**config.mk**
```make
export PLATFORM = sky130hd
export DESIGN_NAME = sde_div
export DESIGN_NICKNAME = d
export VERILOG_FILES = /design/src/rtl/core/sde_pkg.sv /design/src/rtl/core/sde_div.sv
export SDC_FILE = /design/constraint.sdc
export NUM_CORES = 1
export LEC_CHECK = 0
export BUFFER_PORTS_ARGS = -buffer_cell sky130_fd_sc_hd__buf_4
export CAP_MARGIN = 20
export CORE_ASPECT_RATIO = 0.5
export CORE_UTILIZATION = 30
export CTS_CLUSTER_DIAMETER = 150
export DETAILED_ROUTE_END_ITERATION = 8
export SLEW_MARGIN = 20
export SYNTH_ARGS = -nofsm -noshare
export SYNTH_HDL_FRONTEND = slang
export SYNTH_SLANG_ARGS = --single-unit
```
**constraint.sdc**
```tcl
create_clock -name clk -period 7.55 [get_ports clk]
set_clock_uncertainty 0.1 [all_clocks]
set_input_delay 1.51 -clock clk [delete_from_list [all_inputs] [get_ports clk]]
set_output_delay 1.51 -clock clk [all_outputs]
set_load 0.01 [all_outputs]
```
**src/rtl/core/sde_pkg.sv**
```systemverilog
// ----------------------------------------------------------------------------
// sde_pkg: shared constants and types for the symmetric Dirichlet energy block
// Widths of the stream fields, the wide accumulators and the divider handshake.
// ----------------------------------------------------------------------------
package sde_pkg;

	// Fixed point and face shape
	localparam int FRAC_BITS_DEF    = 16;
	localparam int CORNERS_PER_FACE = 3;

	// Field and datapath widths
	localparam int COEF_W     = 32;
	localparam int ENERGY_W   = 48;
	localparam int JAC_W      = 64;
	localparam int ACC_W      = 128;
	localparam int OPND_W     = 33;
	localparam int PROD_W     = 66;
	localparam int AREA_ACC_W = 80;
	localparam int QCNT_W     = 7;

	// Stream widths
	localparam int S_TDATA_W = 160;
	localparam int M_TDATA_W = 104;

	// Divider request and response
	typedef struct packed {
		logic              start;
		logic [QCNT_W-1:0] qbits;
	} div_req_t;

	typedef struct packed {
		logic done;
		logic ovf;
	} div_rsp_t;

endpackage

```
**src/rtl/core/sde_div.sv**
```systemverilog
// ----------------------------------------------------------------------------
// sde_div: iterative restoring divider, one quotient bit per cycle
// Takes a partial remainder that holds the numerator bits above the quotient
// field and the remaining numerator bits left aligned. Flags overflow at start
// when the quotient would not fit in the requested number of bits.
// ----------------------------------------------------------------------------
module sde_div #(
	parameter int QUO_W = 80
) (
	input  logic                            clk,
	input  logic                            arst_n,
	input  sde_pkg::div_req_t               req,
	input  logic [sde_pkg::ACC_W-1:0]       rem_init,
	input  logic [sde_pkg::ACC_W-1:0]       num_low,
	input  logic [sde_pkg::ACC_W-1:0]       den,
	output sde_pkg::div_rsp_t               rsp,
	output logic [QUO_W-1:0]                quo
);

	localparam int AW = sde_pkg::ACC_W;
	localparam int QW = sde_pkg::QCNT_W;

	logic          busy_q;
	logic          done_q;
	logic          ovf_q;
	logic [QW-1:0] cnt_q;
	logic [AW-1:0] rem_q;
	logic [AW-1:0] low_q;
	logic [AW-1:0] den_q;
	logic [QUO_W-1:0] quo_q;
	logic [AW-1:0] rem_sh;
	logic          take;
	logic          init_ovf;

	// Shift in the next numerator bit and try the subtract
	assign rem_sh   = {rem_q[AW-2:0], low_q[AW-1]};
	assign take     = (rem_sh >= den_q);
	assign init_ovf = (rem_init >= den);

	// Control: count quotient bits, flag done and overflow
	always_ff @(posedge clk or negedge arst_n) begin
		if (!arst_n) begin
			busy_q <= 1'b0;
			done_q <= 1'b0;
			ovf_q  <= 1'b0;
			cnt_q  <= '0;
		end else begin
			done_q <= 1'b0;
			if (req.start) begin
				cnt_q <= req.qbits;
				ovf_q <= init_ovf;
				if (init_ovf) begin
					done_q <= 1'b1;
					busy_q <= 1'b0;
				end else begin
					busy_q <= 1'b1;
				end
			end else if (busy_q) begin
				cnt_q <= cnt_q - QW'(1);
				if (cnt_q == QW'(1)) begin
					busy_q <= 1'b0;
					done_q <= 1'b1;
				end
			end
		end
	end

	// Datapath: remainder, numerator tail and quotient
	always_ff @(posedge clk) begin
		if (req.start) begin
			den_q <= den;
			rem_q <= rem_init;
			low_q <= num_low;
			quo_q <= '0;
		end else if (busy_q) begin
			rem_q <= take ? (rem_sh - den_q) : rem_sh;
			low_q <= {low_q[AW-2:0], 1'b0};
			quo_q <= {quo_q[QUO_W-2:0], take};
		end
	end

	assign rsp.done = done_q;
	assign rsp.ovf  = ovf_q;
	assign quo      = quo_q;

endmodule
```
==> summary.txt, run 1 <==
GRT
  • Grt total ovfl: 0
  • Number of global-route vias before repair: 25400
  • GRT Overall Usage: between 15 and 20%
  • First-pass GRT wire length: around 150000 µm
  • Initial antenna violation count: 11
  • Pin count of the biggest net entering global routing: ~160

Critical path
  • Critical Path End Type: flop
  • R2r startpoint: rem_q[98]$_DFFE_PP_
  • Startpoint type of the worst setup path: flop
  • Worst EP required: 7.82 ns
  • CP peak stage delay: between 0.7 and 0.8 ns
  • Crit path launch: rem_q[98]$_DFFE_PP_
  • Crit path buf inv count: 1
  • Crit-path slowest cell: a21o_4
  • Worst setup path class: flop to flop
  • Crit Path Max Fanout: 99
  • Crit path max-delay family: compound AO/OA/AOI/OAI gates
  • CP most frequent cell: nand2_1
  • CP Data Arrival Time: around 5.3 ns
  • Critical path cell sequence: ha_1 > nand2_1 > nor3_2 > nand2_1 > nor3_1 > nand3_1 > a211o_1 > a41oi_2 > a21o_4 > buf_12 > a21oi_1 > mux2_2

Logic synthesis
  • Top cells by area, synth: edfxtp_1 (37%), ha_1 (10%), mux2_2 (7.9%), a21oi_1 (5.4%), dfxtp_1 (5.1%)
  • Top post-synthesis cells by count: edfxtp_1 (383), a21oi_1 (337), inv_1 (312), nor2_1 (293), ha_1 (258)
  • Most common cell in the netlist: edfxtp_1
  • Yosys warns: 0
  • Synth Register Bits: roughly 470
  • Post-Syn Nets: just under 4000
  • Synth unique cells: 83
  • EDFF count, synth: ~380
  • Yosys top cell by area: edfxtp_1
  • Synth top area share: a little under two fifths
  • Synthesized netlist cell count: around 3200
  • Predominant post-synthesis flop cell: edfxtp_1
  • Mapped Area: ~31000 µm²
  • Mapped Avg Cell Area: 9.82 µm²
  • FFs w/ async S/R, synth: under 10%
  • Post-synthesis sequential area ratio: a little over two fifths

Drt
  • Post-DR wirelength/cell: about 19 µm
  • Post-Route WL: ~96000 µm
  • Initial DRT Pass Iterations: 7
  • Antenna-violating nets left: 0
  • DR vias: 25300
  • 1st-iter DRT viols: 1942
  • Vias per inst: roughly 5
  • Residual DRC: 0

CTS
  • Clock Sinks: ~470
  • Worst skew pair latency: approximately 0.63 ns
  • PostCTS Resize Cnt: 0
  • Reg clk slew, reported paths: ~0.070 ns
  • Hold buffer count at CTS: 0
  • CTS root buffer: clkbuf_16
  • CTS tree: built
  • Clk buf depth: 3
  • CTS buffer count: 49
  • Post-CTS setup buffer count: 0
  • H-tree level count: 2

Place
  • DP Area: around 36000 µm²
  • Port bufs: between 400 and 500
  • Pre-CTS setup slack: roughly 2.5 ns
  • Global placer's final weighted congestion: slightly above 0.9
  • Placed instance count: just under 5000
  • HPWL after detailed placement: roughly 75000 µm

Flow run
  • MaxCap Viol Count: 0

Floorplan
  • Die X: between 400 and 500 µm
  • Starting Density: a little under a third
  • Ports: roughly 480
  • Row count: 83
  • Core area: ~100000 µm²
  • Die height: ~230 µm
  • Die Area: about 110000 µm²

Timing
  • Setup violations, final: 0
  • Slew margin rel.: 22.9%
  • Worst slew pin tran: between 1 and 1.5 ns
  • Setup TNS: 0 ns
  • Period utilization: between 60% and 70%
  • Final worst slack: approximately 2.5 ns
  • Fmax: between 150 and 200 MHz
  • Fin Hold WS: approximately 0.42 ns
  • Fin crit period: ~5 ns
  • Final Hold Viols: 0
  • RSZ-0062 raised after global routing: no
  • Slew Limit Fails: 0

Power and ir drop
  • Worst IR drop on VDD: about 180 µV
  • Leak: 16.4 nW
  • Tot Pwr: 12.1 mW
  • PD cells: around 320 nW/µm²

Run status
  • Outcome: finished clean

Final layout
  • Layout cell share with drive strength beyond 1: between 20% and 30%
  • Footprint of the multi-input gates: approximately 16000 µm²
  • Final #Nets: around 4200
  • Filler cells: 10400
  • Layout area overhead: 20.6%
  • Final instance area: between 30000 and 40000 µm²
  • Reg area: between 10000 and 15000 µm²
  • Core Util, Final: between 30% and 40%
  • Filler-free cell count of the finished design: between 5000 and 6000

Min path
  • Hold Crit Start: quo[0]$_SDFFE_PP0P_
  • Type of the most critical hold path: flop to flop
-- layout by cell type (no fill, tap or decap), types with 16 or more instances in the layout --
cell type	netlist	final
nand3_1	18	18
xor2_1	51	51
buf_4	3	481
xnor2_1	72	72
o21bai_1	36	36
mux2_2	220	220
o21ai_0	148	148
nand2b_1	16	16
dfxtp_1	80	80
a31oi_1	19	19
o21a_1	35	35
o21ai_1	18	18
a21o_1	101	100
nor3_1	35	35
nor2b_1	22	22
nand4_1	100	100
nor2_1	293	293
a21oi_1	337	337
mux2i_1	82	82
inv_1	312	312
nand2_1	218	218
edfxtp_1	383	383
clkbuf_16	0	50
ha_1	258	258
-- worst reg2reg max path: stages (launching register included) --
cell and delay (ns):
edfxtp_1 0.43, ha_1 0.46, nand2_1 0.15, nor3_2 0.26, nand2_1 0.11, nor3_1 0.40, nand3_1 0.31, a211o_1 0.37
a41oi_2 0.47, a21o_4 0.76, buf_12 0.39, a21oi_1 0.28, mux2_2 0.29
-- cell type report --
cell class	count	area share (%)
Multi-Input combinational cell	2261	42.9
Sequential cell	473	35.3
Timing Repair Buffer	488	9.87
Tap cell	1402	4.64
Clock buffer	59	3.43
Inverter	313	3.11
Clock inverter	33	0.679
Antenna cell	9	0.0596
-- logic make-up (layout without fill, tap and decap cells) --
group | count (synthesis) | after routing | synth area share (%)
AOI/OAI and AO/OA | 815 | 815 | 16.1
xor gates and xnor gates | 123 | 123 | 3.44
adders and majority gates | 259 | 259 | 10.4
buffers and inverters | 460 | 893 | 5.77
DFF | 473 | 473 | 42.6
muxes | 303 | 303 | 10.6
other | 0 | 9 | 0
and+or+nand+nor | 761 | 761 | 11.2
-- final timing paths --
path | endpoint | slack [ns] | cells past startpoint
worst max-delay path | rem_q[25]$_DFFE_PP_ | 2.53 | 12
worst min-delay path | quo[0]$_SDFFE_PP0P_ | 0.42 | 2
worst max register to register | rem_q[25]$_DFFE_PP_ | 2.53 | 12
worst min register to register | quo[0]$_SDFFE_PP0P_ | 0.42 | 2
max in group asynchronous | busy_q$_DFF_PN0_ | 6.59 | 1
min in group asynchronous | busy_q$_DFF_PN0_ | 0.61 | 1
-- flip-flops by register name (all words and copies together), names as in the netlist --
register  cells
cnt_q         7
busy_q        1
quo          80
low_q       128
rem_q       127
den_q       128
ovf_q         1
done_q        1
-- power by group --
group | switching (mW) | total [mW] | internal (mW)
Sequential | 0.249 | 3.72 | 3.47
Combinational | 3.61 | 5.90 | 2.29
Clock | 1.15 | 2.45 | 1.31
Total | 5.00 | 12.1 | 7.06
-- layer usage --
metal  vias up  global-route usage [%]  part of all wire (%)
met4         4                    5.03                   2.4
met3       120                    2.94                   5.2
met1     12200                    21.4                    42
met5         -                       0                 0.019
li1      12300                       -                     -
met2       591                    31.6                    51
No activity file was read; power rests on OpenSTA's default activity.
==> run 2: changes to the inputs <==
==> constraint.sdc (replaced) <==
create_clock -name clk -period 4.1 [get_ports clk]
set_clock_uncertainty 0.1 [all_clocks]
set_input_delay 0.82 -clock clk [delete_from_list [all_inputs] [get_ports clk]]
set_output_delay 0.82 -clock clk [all_outputs]
set_load 0.01 [all_outputs]
==> run 2 against run 1 <==
  * Via count rose by 3.6%
  * Wire length rose by 3.3%
  * Setup slack got worse by 2.4 ns
  * Register-to-register slack got worse by 2.4 ns
  * Worst hold slack got worse by 0.13 ns
  * Combinational power rose by 110%
  * Fmax rose by 26%
  * Flip-flop and latch count did not move
  * Utilization rose by 1.4 points
  * Clock power rose by 84%
  * Final area rose by 3.9%
  * Total power rose by 95%
  * Critical path type unchanged
  * Largest cell class unchanged
==> summary.txt, run 2 (same netlist as run 1, synthesis figures left out) <==
Power and ir drop
  • PD cells: 598 nW/µm² (+87%)
  • Worst IR drop on VDD: 331 µV (+82%)
  • Leak: 17.2 nW (+5.2%)
  • Tot Pwr: 23.5 mW (+95%)

GRT
  • Pin count of the biggest net entering global routing: 142 (-13%)
  • Initial antenna violation count: 10 (-1)
  • First-pass GRT wire length: 149000 µm (+2.4%)
  • Number of global-route vias before repair: 26300 (+3.4%)
  • Grt total ovfl: 0 (unchanged)
  • GRT Overall Usage: 18.0% (+0.44 points)

Floorplan
  • Core area: 103000 µm² (unchanged)
  • Die height: 231 µm (unchanged)
  • Row count: 83 (unchanged)
  • Die Area: 106000 µm² (unchanged)
  • Starting Density: 30.4% (unchanged)
  • Ports: 476 (unchanged)
  • Die X: 459 µm (unchanged)

Min path
  • WHS Path Cells: 1 (-1)
  • Hold Crit Start: den[75]
  • Type of the most critical hold path: primary input to flop
  • Worst hold endpoint: den_q[75]$_DFFE_PP_

Place
  • HPWL after detailed placement: 78500 µm (+4.4%)
  • Global placer's final weighted congestion: 0.967 (+3.8%)
  • Port bufs: 475 (unchanged)
  • Pre-CTS setup slack: -0.0115 ns (-2.56 ns)
  • DP Area: 37500 µm² (+3.5%)

Final layout
  • Most common cell after layout, fill and taps aside: buf_4
  • Final #Nets: 4404 (+3.9%)
  • Reg area: 13400 µm² (unchanged)
  • Footprint of the multi-input gates: 16400 µm² (+1.2%)
  • Layout area overhead: 25.3%
  • Filler cells: 10300 (-0.58%)
  • Layout cell share with drive strength beyond 1: 26.9% (+4.3 points)
  • Most frequent cells in the layout: buf_4 (640), edfxtp_1 (383), a21oi_1 (329), inv_1 (312), nor2_1 (293)
  • Top Registers: den_q: 128 flops, low_q: 128 flops, rem_q: 127 flops
  • Final instance area: 39300 µm² (+3.9%)

CTS
  • CTS buffer count: 48 (-2.0%)
  • CTS tree: built
  • Reg clk slew, reported paths: 0.07 ns (about the same)
  • Worst skew pair latency: 0.62 ns (about the same)
  • Clk buf depth: 3 (unchanged)
  • H-tree level count: 2 (unchanged)
  • CTS root buffer: clkbuf_16
  • Clock Sinks: 473 (unchanged)

Critical path
  • CP peak stage delay: 0.43 ns (-0.33 ns)
  • Worst setup path class: flop to flop
  • Crit path buf inv count: 0 (-1)
  • Critical path cell sequence: ha_1 > a21oi_1 > o21ai_0 > a21o_1 > a311oi_2 > nand2_1 > a31oi_4 > o21ai_2 > a221o_1 > a21boi_1 > xor2_1 > o21ai_1 > mux2_2
  • Setup slack, reg-to-reg: 0.12 ns (-2.41 ns)
  • CP Data Arrival Time: 4.23 ns (-1.06 ns)
  • Crit Path Max Fanout: 7 (-93%)
  • R2R Path End: rem_q[59]$_DFFE_PP_
  • Worst EP required: 4.35 ns (-3.47 ns)
  • Crit-path slowest cell: ha_1
  • Critical Path End Type: flop
  • R2R depth: 13 (+1)
  • Crit path max-delay family: compound AO/OA/AOI/OAI gates
  • R2r startpoint: rem_q[17]$_DFFE_PP_
  • Startpoint type of the worst setup path: flop

Timing
  • Final Hold Viols: 0 (unchanged)
  • Fmax: 251 MHz (+26%)
  • Worst slew pin tran: 0.990 ns (-0.157 ns)
  • Slew margin rel.: 34.0% (+11 points)
  • Period utilization: 97.1% (+31 points)
  • Fin crit period: 3.98 ns (-1.04 ns)
  • Setup violations, final: 0 (unchanged)
  • Slew Limit Fails: 0 (unchanged)
  • Final worst slack: 0.121 ns (-2.41 ns)

Drt
  • Post-Route WL: 98800 µm (+3.3%)
  • DR vias: 26200 (+3.6%)
  • Post-DR wirelength/cell: 19.0 µm (+0.17%)
  • Residual DRC: 0 (unchanged)
  • 1st-iter DRT viols: 1896 (-2.4%)
  • Antenna-violating nets left: 0 (unchanged)
  • Vias per inst: 5.04 (+0.43%)
  • Initial DRT Pass Iterations: 7 (unchanged)

Run status
  • Outcome: finished clean

Flow run
  • MaxCap Viol Count: 0 (unchanged)
run 2: routing by layer:
metal	track usage (%)	routed length, µm
met1	21.9	40900
met2	32.1	49800
met3	2.85	4780
met4	6.38	3280
met5	0	34
run 2: worst max-delay path by stage:
| stage | cells after the start | to | startpoint | slack, ns |
|---|---|---|---|---|
| after detailed placement | 15 | done_q$_DFF_PN0_ | den[97] | -0.01 |
| after global placement | 15 | done_q$_DFF_PN0_ | den[97] | 0.01 |
| after floorplan | 4 | low_q[0]$_SDFFCE_PN0P_ | req[7] | 0.05 |
| final | 13 | rem_q[59]$_DFFE_PP_ | rem_q[17]$_DFFE_PP_ | 0.12 |
| after CTS | 13 | rem_q[59]$_DFFE_PP_ | rem_q[17]$_DFFE_PP_ | 0.04 |
| after global routing | 17 | rem_q[122]$_DFFE_PP_ | low_q[127]$_DFFE_PP_ | -0.02 |
run 2: power breakdown:
part / internal, mW / switching (mW) / total [mW]
combinational: 5.11 / 7.04 / 12.1
clock: 2.48 / 2.02 / 4.50
sequential: 6.38 / 0.472 / 6.85
run 2: repair_timing:
action / CTS / global route
buffers inserted: 0 / 6
endpoints found under the hold margin: 10 / 0
gates resized for setup: 2 / 46
pin swaps: 0 / 9
hold buffers: 1 / 0
endpoints found under the setup margin: 2 / 108
cloned: 0 / 1
run 2: metrics by stage:
step	hold slack (ns)	instances	utilization (%)	setup TNS, ns
floorplan	0.390	3194	-	0
global placement	0.376	5095	36.3	0
detailed placement	0.409	5095	36.3	-0.0115
CTS	0.234	5183	37.8	0
global route	0.249	5196	38.1	-0.0258
finish	0.284	5196	38.1	0
run 2: final cells by class:
type                       count  share of cell area, %
sequential                   473                   34.0
clock inverter                19                  0.436
antenna                        6                 0.0382
multi-input combinational   2262                   41.8
clock buffer                  68                   3.50
inverter                     313                   2.99
timing repair buffer         653                   12.8
tap                         1402                   4.46
